$ cat src/rtl/core/lbw_pkg.sv
`timescale 1ns / 1ps

package lbw_pkg;

   localparam int STEP_BITS = 16;
   localparam int LEVEL_BITS = 7;
   localparam int CUR_BITS = 9;
   localparam int CSR_INDEX_BITS = 3;
   localparam int CSR_DATA_BITS = 16;

   localparam logic [LEVEL_BITS-1:0] MIN_PEAK = 7'd10;
   localparam int INIT_LIMIT = 100;

   localparam logic [STEP_BITS-1:0] FADE_IN_RESET = 16'd1000;
   localparam logic [STEP_BITS-1:0] FADE_OUT_RESET = 16'd1000;
   localparam logic [STEP_BITS-1:0] HOLD_ON_RESET = 16'd500;
   localparam logic [STEP_BITS-1:0] HOLD_OFF_RESET = 16'd500;
   localparam logic [LEVEL_BITS-1:0] PEAK_RESET = 7'd0;
   localparam logic [LEVEL_BITS-1:0] DEFAULT_RESET = 7'd100;

   typedef enum logic [CSR_INDEX_BITS-1:0] {
      CSR_FADE_IN_TIME   = 3'd0,
      CSR_FADE_OUT_TIME  = 3'd1,
      CSR_HOLD_ON_TIME   = 3'd2,
      CSR_HOLD_OFF_TIME  = 3'd3,
      CSR_PEAK_LEVEL     = 3'd4,
      CSR_DEFAULT_LEVEL  = 3'd5
   } lbw_csr_index_type;

   typedef struct packed {
      logic [STEP_BITS-1:0]  fade_in_time;
      logic [STEP_BITS-1:0]  fade_out_time;
      logic [STEP_BITS-1:0]  hold_on_time;
      logic [STEP_BITS-1:0]  hold_off_time;
      logic [LEVEL_BITS-1:0] peak_level;
      logic [LEVEL_BITS-1:0] default_level;
   } lbw_cfg_type;

   typedef struct packed {
      logic busy;
      logic done;
   } lbw_div_status_type;

endpackage

$ cat src/rtl/core/lbw_csr.sv
`timescale 1ns / 1ps

module lbw_csr import lbw_pkg::*; (
   input  logic                      clock,
   input  logic                      reset,
   input  logic                      csr_wr_en,
   input  logic [CSR_INDEX_BITS-1:0] csr_index,
   input  logic [CSR_DATA_BITS-1:0]  csr_wdata,
   output lbw_cfg_type               cfg
);

   lbw_cfg_type cfg_ff;
   lbw_cfg_type cfg_in;

   always_comb begin
      cfg_in = cfg_ff;
      if (csr_wr_en) begin
         case (csr_index)
            CSR_FADE_IN_TIME:  cfg_in.fade_in_time = csr_wdata;
            CSR_FADE_OUT_TIME: cfg_in.fade_out_time = csr_wdata;
            CSR_HOLD_ON_TIME:  cfg_in.hold_on_time = csr_wdata;
            CSR_HOLD_OFF_TIME: cfg_in.hold_off_time = csr_wdata;
            CSR_PEAK_LEVEL:    cfg_in.peak_level = csr_wdata[LEVEL_BITS-1:0];
            CSR_DEFAULT_LEVEL: cfg_in.default_level = csr_wdata[LEVEL_BITS-1:0];
            default:           cfg_in = cfg_ff;
         endcase
      end
   end

   always_ff @(posedge clock) begin
      if (reset) begin
         cfg_ff.fade_in_time <= FADE_IN_RESET;
         cfg_ff.fade_out_time <= FADE_OUT_RESET;
         cfg_ff.hold_on_time <= HOLD_ON_RESET;
         cfg_ff.hold_off_time <= HOLD_OFF_RESET;
         cfg_ff.peak_level <= PEAK_RESET;
         cfg_ff.default_level <= DEFAULT_RESET;
      end else begin
         cfg_ff <= cfg_in;
      end
   end

   assign cfg = cfg_ff;

endmodule

$ cat src/rtl/core/lbw_div.sv
`timescale 1ns / 1ps

module lbw_div import lbw_pkg::*; #(
   parameter int WIDTH = 32,
   localparam int CW = $clog2(WIDTH + 1)
) (
   input  logic                 clock,
   input  logic                 reset,
   input  logic                 start,
   input  logic [CW-1:0]        iters,
   input  logic [WIDTH-1:0]     dividend,
   input  logic [STEP_BITS-1:0] divisor,
   output lbw_div_status_type   status,
   output logic [WIDTH-1:0]     quotient,
   output logic [STEP_BITS-1:0] remainder
);

   logic [WIDTH-1:0]     dvd_ff, dvd_in;
   logic [STEP_BITS-1:0] rem_ff, rem_in;
   logic [STEP_BITS-1:0] dsr_ff, dsr_in;
   logic [CW-1:0]        cnt_ff, cnt_in;
   logic                 busy_ff, busy_in;
   logic                 done_ff, done_in;
   logic [STEP_BITS:0]   shifted;
   logic                 take;

   always_comb begin
      shifted = {rem_ff, dvd_ff[WIDTH-1]};
      take = shifted >= {1'b0, dsr_ff};
      dvd_in = dvd_ff;
      rem_in = rem_ff;
      dsr_in = dsr_ff;
      cnt_in = cnt_ff;
      busy_in = busy_ff;
      done_in = 1'b0;
      if (start) begin
         dvd_in = dividend;
         rem_in = '0;
         dsr_in = divisor;
         cnt_in = iters;
         busy_in = 1'b1;
      end else if (busy_ff) begin
         rem_in = take ? STEP_BITS'(shifted - {1'b0, dsr_ff}) : shifted[STEP_BITS-1:0];
         dvd_in = {dvd_ff[WIDTH-2:0], take};
         cnt_in = cnt_ff - CW'(1);
         if (cnt_ff == CW'(1)) begin
            busy_in = 1'b0;
            done_in = 1'b1;
         end
      end
   end

   always_ff @(posedge clock) begin
      if (reset) begin
         busy_ff <= 1'b0;
         done_ff <= 1'b0;
         cnt_ff <= '0;
      end else begin
         busy_ff <= busy_in;
         done_ff <= done_in;
         cnt_ff <= cnt_in;
      end
      dvd_ff <= dvd_in;
      rem_ff <= rem_in;
      dsr_ff <= dsr_in;
   end

   assign status.busy = busy_ff;
   assign status.done = done_ff;
   assign quotient = dvd_ff;
   assign remainder = rem_ff;

   a_rem_below_divisor: assert property (@(posedge clock) disable iff (reset)
      done_ff |-> (rem_ff < dsr_ff))
      else $error("remainder not below divisor");

   a_no_start_while_busy: assert property (@(posedge clock) disable iff (reset)
      busy_ff |-> !start)
      else $error("divider restarted while busy");

endmodule

$ cat src/rtl/core/led_breathing_wave_core.sv
`timescale 1ns / 1ps

// Breathing-light fade sequencer. One req_ transfer carries the current
// millisecond time stamp; each one yields zero or one rsp_ transfer with the
// level to drive and the fade direction. Configuration goes through the csr_
// write port and may be written only while the block is idle.
// An item that emits a level runs one shared restoring divider twice, one bit
// per cycle: 16 steps for the step time and TIME_BITS steps to split the
// elapsed time. An item that emits nothing goes back to idle after the
// evaluation step. req_stall is high from acceptance until the item is
// finished; one item is worked on at a time.
// The result sits in an output register: a stalled receiver holds it, and the
// next item is still accepted; only a second result then waits for the first
// transfer. Reset restores the register defaults, zeroes the schedule and
// the level and starts with a fade in.
module led_breathing_wave_core import lbw_pkg::*; #(
   parameter int TIME_BITS = 32
) (
   input  logic                      clock,
   input  logic                      reset,
   input  logic                      req_valid,
   output logic                      req_stall,
   input  logic [31:0]               req_now_ms,
   output logic                      rsp_valid,
   input  logic                      rsp_stall,
   output logic [LEVEL_BITS-1:0]     rsp_level_percent,
   output logic                      rsp_fading_in,
   input  logic                      csr_wr_en,
   input  logic [CSR_INDEX_BITS-1:0] csr_index,
   input  logic [CSR_DATA_BITS-1:0]  csr_wdata
);

   localparam int NOW_BITS = TIME_BITS < 32 ? TIME_BITS : 32;
   localparam int CW = $clog2(TIME_BITS + 1);

   typedef enum logic [2:0] {
      ST_IDLE,
      ST_EVAL,
      ST_DIV1,
      ST_DIV2,
      ST_OUT
   } state_type;

   function automatic logic [TIME_BITS-1:0] sat_add(input logic [TIME_BITS-1:0] a,
                                                   input logic [TIME_BITS-1:0] b);
      logic [TIME_BITS:0] sum;
      sum = {1'b0, a} + {1'b0, b};
      return sum[TIME_BITS] ? '1 : sum[TIME_BITS-1:0];
   endfunction

   lbw_cfg_type        cfg;
   lbw_div_status_type div_status;
   logic [TIME_BITS-1:0] div_quotient;
   logic [STEP_BITS-1:0] div_remainder;
   logic                 div_start;
   logic [CW-1:0]        div_iters;
   logic [TIME_BITS-1:0] div_dividend;
   logic [STEP_BITS-1:0] div_divisor;

   state_type             state_ff, state_in;
   logic [TIME_BITS-1:0]  now_ff, now_in;
   logic [TIME_BITS-1:0]  nct_ff, nct_in;
   logic signed [CUR_BITS-1:0] cur_ff, cur_in;
   logic                  rising_ff, rising_in;
   logic [STEP_BITS-1:0]  step_ff, step_in;
   logic [LEVEL_BITS-1:0] emit_level_ff, emit_level_in;
   logic                  rsp_valid_ff, rsp_valid_in;
   logic [LEVEL_BITS-1:0] rsp_level_ff, rsp_level_in;
   logic                  rsp_rising_ff, rsp_rising_in;

   logic [LEVEL_BITS-1:0] peak_eff;
   logic [LEVEL_BITS-1:0] peak_div;
   logic                  cur_above;
   logic [STEP_BITS-1:0]  step_new;
   logic [7:0]            q_sat;
   logic signed [10:0]    lvl_wide;
   logic signed [10:0]    lvl_top;

   lbw_csr u_csr (
      .clock     (clock),
      .reset     (reset),
      .csr_wr_en (csr_wr_en),
      .csr_index (csr_index),
      .csr_wdata (csr_wdata),
      .cfg       (cfg)
   );

   lbw_div #(.WIDTH(TIME_BITS)) u_div (
      .clock     (clock),
      .reset     (reset),
      .start     (div_start),
      .iters     (div_iters),
      .dividend  (div_dividend),
      .divisor   (div_divisor),
      .status    (div_status),
      .quotient  (div_quotient),
      .remainder (div_remainder)
   );

   always_comb begin
      peak_eff = (cfg.peak_level < MIN_PEAK) ? cfg.default_level : cfg.peak_level;
      peak_div = (peak_eff == '0) ? LEVEL_BITS'(1) : peak_eff;
      cur_above = cur_ff > $signed({2'b00, peak_eff});
      step_new = (div_quotient[STEP_BITS-1:0] == '0) ? STEP_BITS'(1)
                                                      : div_quotient[STEP_BITS-1:0];
      q_sat = (|div_quotient[TIME_BITS-1:8]) ? 8'hFF : div_quotient[7:0];
      lvl_top = $signed({4'b0000, peak_eff}) + 11'sd1;
      if (rising_ff) begin
         lvl_wide = 11'(cur_ff) + $signed({3'b000, q_sat}) + 11'sd1;
      end else begin
         lvl_wide = 11'(cur_ff) - $signed({3'b000, q_sat}) - 11'sd1;
      end

      state_in = state_ff;
      now_in = now_ff;
      nct_in = nct_ff;
      cur_in = cur_ff;
      rising_in = rising_ff;
      step_in = step_ff;
      emit_level_in = emit_level_ff;
      rsp_valid_in = rsp_valid_ff && rsp_stall;
      rsp_level_in = rsp_level_ff;
      rsp_rising_in = rsp_rising_ff;
      div_start = 1'b0;
      div_iters = CW'(STEP_BITS);
      div_dividend = TIME_BITS'(cfg.fade_in_time) << (TIME_BITS - STEP_BITS);
      div_divisor = STEP_BITS'(peak_div);

      case (state_ff)
         ST_IDLE: begin
            if (req_valid) begin
               now_in = TIME_BITS'(req_now_ms[NOW_BITS-1:0]);
               state_in = ST_EVAL;
            end
         end
         ST_EVAL: begin
            state_in = ST_IDLE;
            if (now_ff > nct_ff) begin
               if (cur_above) begin
                  nct_in = sat_add(now_ff, TIME_BITS'(cfg.hold_on_time));
                  cur_in = $signed({2'b00, peak_eff});
                  rising_in = 1'b0;
               end else if (cur_ff[CUR_BITS-1]) begin
                  nct_in = sat_add(now_ff, TIME_BITS'(cfg.hold_off_time));
                  cur_in = '0;
                  rising_in = 1'b1;
               end else begin
                  if (nct_ff < TIME_BITS'(INIT_LIMIT)) begin
                     nct_in = now_ff;
                  end
                  emit_level_in = cur_ff[LEVEL_BITS-1:0];
                  div_start = 1'b1;
                  if (!rising_ff) begin
                     div_dividend = TIME_BITS'(cfg.fade_out_time) << (TIME_BITS - STEP_BITS);
                  end
                  state_in = ST_DIV1;
               end
            end
         end
         ST_DIV1: begin
            if (div_status.done) begin
               step_in = step_new;
               div_start = 1'b1;
               div_iters = CW'(TIME_BITS);
               div_dividend = now_ff - nct_ff;
               div_divisor = step_new;
               state_in = ST_DIV2;
            end
         end
         ST_DIV2: begin
            if (div_status.done) begin
               nct_in = sat_add(now_ff - TIME_BITS'(div_remainder), TIME_BITS'(step_ff));
               if (rising_ff) begin
                  cur_in = (lvl_wide > lvl_top) ? CUR_BITS'(lvl_top) : CUR_BITS'(lvl_wide);
               end else begin
                  cur_in = (lvl_wide < -11'sd1) ? -9'sd1 : CUR_BITS'(lvl_wide);
               end
               state_in = ST_OUT;
            end
         end
         ST_OUT: begin
            if (!rsp_valid_ff || !rsp_stall) begin
               rsp_valid_in = 1'b1;
               rsp_level_in = emit_level_ff;
               rsp_rising_in = rising_ff;
               state_in = ST_IDLE;
            end
         end
         default: state_in = ST_IDLE;
      endcase
   end

   always_ff @(posedge clock) begin
      if (reset) begin
         state_ff <= ST_IDLE;
         nct_ff <= '0;
         cur_ff <= '0;
         rising_ff <= 1'b1;
         rsp_valid_ff <= 1'b0;
      end else begin
         state_ff <= state_in;
         nct_ff <= nct_in;
         cur_ff <= cur_in;
         rising_ff <= rising_in;
         rsp_valid_ff <= rsp_valid_in;
      end
      now_ff <= now_in;
      step_ff <= step_in;
      emit_level_ff <= emit_level_in;
      rsp_level_ff <= rsp_level_in;
      rsp_rising_ff <= rsp_rising_in;
   end

   assign req_stall = state_ff != ST_IDLE;
   assign rsp_valid = rsp_valid_ff;
   assign rsp_level_percent = rsp_level_ff;
   assign rsp_fading_in = rsp_rising_ff;

   a_rsp_from_out: assert property (@(posedge clock) disable iff (reset)
      $rose(rsp_valid_ff) |-> $past(state_ff == ST_OUT))
      else $error("result raised outside the output step");

   a_div_done_expected: assert property (@(posedge clock) disable iff (reset)
      div_status.done |-> (state_ff == ST_DIV1 || state_ff == ST_DIV2))
      else $error("divider finished with no division pending");

   a_step_nonzero: assert property (@(posedge clock) disable iff (reset)
      (state_ff == ST_DIV2) |-> (step_ff != '0))
      else $error("zero step time in elapsed-time division");

   a_level_floor: assert property (@(posedge clock) disable iff (reset)
      (state_ff == ST_OUT) |-> (cur_ff >= -9'sd1))
      else $error("level stepped below the lower mark");

endmodule

$ cat config.mk
export PLATFORM = sky130hd
export DESIGN_NAME = led_breathing_wave_core
export DESIGN_NICKNAME = d
export VERILOG_FILES = /design/src/rtl/core/lbw_pkg.sv /design/src/rtl/core/lbw_csr.sv /design/src/rtl/core/lbw_div.sv /design/src/rtl/core/led_breathing_wave_core.sv
export SDC_FILE = /design/constraint.sdc
export NUM_CORES = 1
export LEC_CHECK = 0
export BUFFER_PORTS_ARGS = -buffer_cell sky130_fd_sc_hd__buf_2
export CAP_MARGIN = 20
export CORE_UTILIZATION = 40
export CTS_CLUSTER_DIAMETER = 200
export DETAILED_ROUTE_END_ITERATION = 10
export PLACE_DENSITY = 0.53
export SYNTH_ARGS = -nofsm -noshare
export SYNTH_HDL_FRONTEND = slang
export SYNTH_HIERARCHICAL = 1
export SYNTH_SLANG_ARGS = --single-unit
export TNS_END_PERCENT = 10
$ cat constraint.sdc
create_clock -name clock -period 8.1 [get_ports clock]
set_input_delay 2.025 -clock clock [delete_from_list [all_inputs] [get_ports clock]]
set_output_delay 2.025 -clock clock [all_outputs]
set_load 0.05 [all_outputs]
==> results by group <==
Global routing
  – All-Layer GR Usage: about a quarter
  – Grt ovf: 0
  – First-pass GRT wire length: approximately 100000 um
  – Largest net degree at the start of global routing: 70
  – Initial antenna violation count: 0
  – Vias in the first global route: 16459

Worst setup path
  – Crit path capture type: flop
  – Crit path max fanout: 9
  – Reg2Reg Setup Slack: approximately 2.0 ns
  – WP data required: ~8.6 ns
  – Startpoint Class: flop
  – Crit Path Class: flop to flop
  – Arrival time at the worst endpoint: around 6.6 ns
  – Worst reg2reg path depth: 21

Power
  – PwrDens: just over 300 nW/um^2
  – Net Sw Power: 2.902 mW
  – Comb pwr share: around 51%
  – Worst VDD drop: between 150 and 200 uV
  – Sw Share: roughly 44%
  – Sequential Power Share: 26.8%
  – Int Power: 3.751 mW
  – Static Leak: approximately 8.7 nW
  – Clock Power Share: between 20 and 25%

Cells and area
  – Non-Filler Instances: around 2900
  – Fin nets: roughly 2500
  – Area Growth Syn to Fin: 10.09%
  – Share of cells above drive strength 1: around 11%
  – Most common library cell in the layout ignoring fill and taps: nor2_1
  – Most frequent cells in the layout: 174 x nor2_1, 151 x a21oi_1, 149 x ha_1
  – Fillcell total: 4879

Route
  – DR WL/cell: approximately 22 um
  – DR iter-0 viols: around 1400
  – Drt total wl: ~65000 um
  – Post-route ant nets: 0
  – DRC: 0
  – Pre-Repair DR Iteration Count: 5
  – Vias: ~17000
  – Avg Vias per Cell: approximately 5.9

Place
  – Placed Instances: around 2900
  – Gpl congestion: approximately 0.9
  – Port Buffer Count: between 60 and 70
  – DP HPWL: 49950 um

Run status
  – Status: completed

STA
  – Final period util: about three quarters
  – Fin. max-slew vios: 0
  – Worst-margin pin slew: about 1.2 ns
  – Crit path time final: ~6 ns
  – RSZ-0062 raised after global routing: false
  – Worst slew margin relative to its limit: around a fifth
  – Setup violations, final: 0
  – Fin. Hold Viols: 0
  – F_max: around 160 MHz
  – Fin Setup TNS: 0 ns
  – Clock skew: between 0.03 and 0.04 ns

Floorplan
  – Starting Density: between 40% and 50%
  – Core Area: slightly below 50000 sq um
  – Io pins: 66
  – Row count: 81
  – Die area: around 50000 sq um
  – Die W: 224.1 um
  – Die H: approximately 220 um

Job
  – Max-Cap Viols: 0

Clock tree
  – Clock transition at the registers of the reported paths: 0.06 ns
  – Skew-Pair Late Insertion Delay: ~0.56 ns
  – Post-CTS sizing: 0
  – Clk root buf: clkbuf_16
  – CTS sink cnt: 259
  – Clock buffer depth: 3
  – H-tree depth: 2
  – TritonCTS clock tree: built
  – Cts bufs inserted: 34
  – # hold bufs at CTS: 0
  – Setup bufs post-CTS: 0

Synth
  – Number of synthesis warnings: 6
  – Avg Cell Area, Syn: around 8.8 sq um
  – Mapped Area: a little under 20000 sq um
  – Post-Synthesis Cells: roughly 2200

Worst hold path
  – Hold WC Path Type: flop to flop
  – Worst Hold Depth: 0
power by group through the flow:
stage               combinational [mW]  sequential (mW)  clock (mW)
floorplan                         2.50             1.70           0
global placement                  3.30             1.80           0
detailed placement                3.31             1.80           0
CTS                               3.33             1.78        1.53
global route                      3.70             1.80        1.58
finish                            3.38             1.78        1.49
final cells by class:
cell class	instances	area, sq um	area share, %
diodes	1	2.502	0.01152
clock buffers	44	928.4	4.273
clock inverters	17	163.9	0.7544
inverters	140	525.5	2.419
multi-input cells	1729	12440	57.26
flip-flops and latches	259	6296	28.98
well taps	664	830.8	3.824
repair buffers	93	538.0	2.476
through the flow:
step / setup slack [ns] / utilization [%] / hold slack [ns] / area (sq um) / power (mW)
after global placement: 2.089 / 42.24 / 0.4061 / 20630 / 5.107
after detailed placement: 1.974 / 42.24 / 0.4054 / 20630 / 5.112
after CTS: 1.985 / 44.47 / 0.4170 / 21720 / 6.644
after global routing: 1.616 / 44.47 / 0.4237 / 21720 / 7.083
final: 2.003 / 44.48 / 0.4176 / 21730 / 6.653
after floorplan: 2.328 / - / 0.4003 / 19750 / 4.198
worst paths after layout:
path                                          from                    to
worst max register to register  u_div/quotient[13]             cur_ff[0]
worst min-delay path              emit_level_ff[1]  rsp_level_percent[1]
worst max-delay path            u_div/quotient[13]             cur_ff[0]
worst min register to register    emit_level_ff[1]  rsp_level_percent[1]
registers in the layout (all words and copies together) (netlist names), 3 cells and up:
name               flops
rsp_level_percent      7
u_div/dsr_ff          16
u_div/remainder       16
cur_ff                 9
now_ff                32
step_ff               16
nct_ff                32
u_div/quotient        32
u_div/cnt_ff           6
emit_level_ff          7
state_ff               3
u_csr/cfg             78
layer usage:
layer	track usage, %	up-vias	wire (um)
met5	0	-	0
met4	9.788	0	2365
met3	2.728	113	3610
met2	40.26	541	28390
met1	35.78	8281	30150
li1	-	8305	-
worst max-delay path, cell delays in order (launching register included):
cell,delay [ns]
edfxtp_1,0.42
or4_1,0.55
nor2_1,0.31
nand4_1,0.37
nor2_1,0.27
ha_1,0.21
inv_1,0.06
fa_1,0.41
a21o_1,0.18
a21oi_1,0.26
or3b_2,0.17
nand4_1,0.24
ha_1,0.32
a2111oi_0,0.36
o21ai_0,0.15
o2111ai_1,0.09
a21oi_1,0.10
o22a_1,0.21
a21oi_2,0.44
mux2_2,0.40
a221o_1,0.30
a311oi_1,0.24
Note: power is estimated with default switching activity, not from simulation.
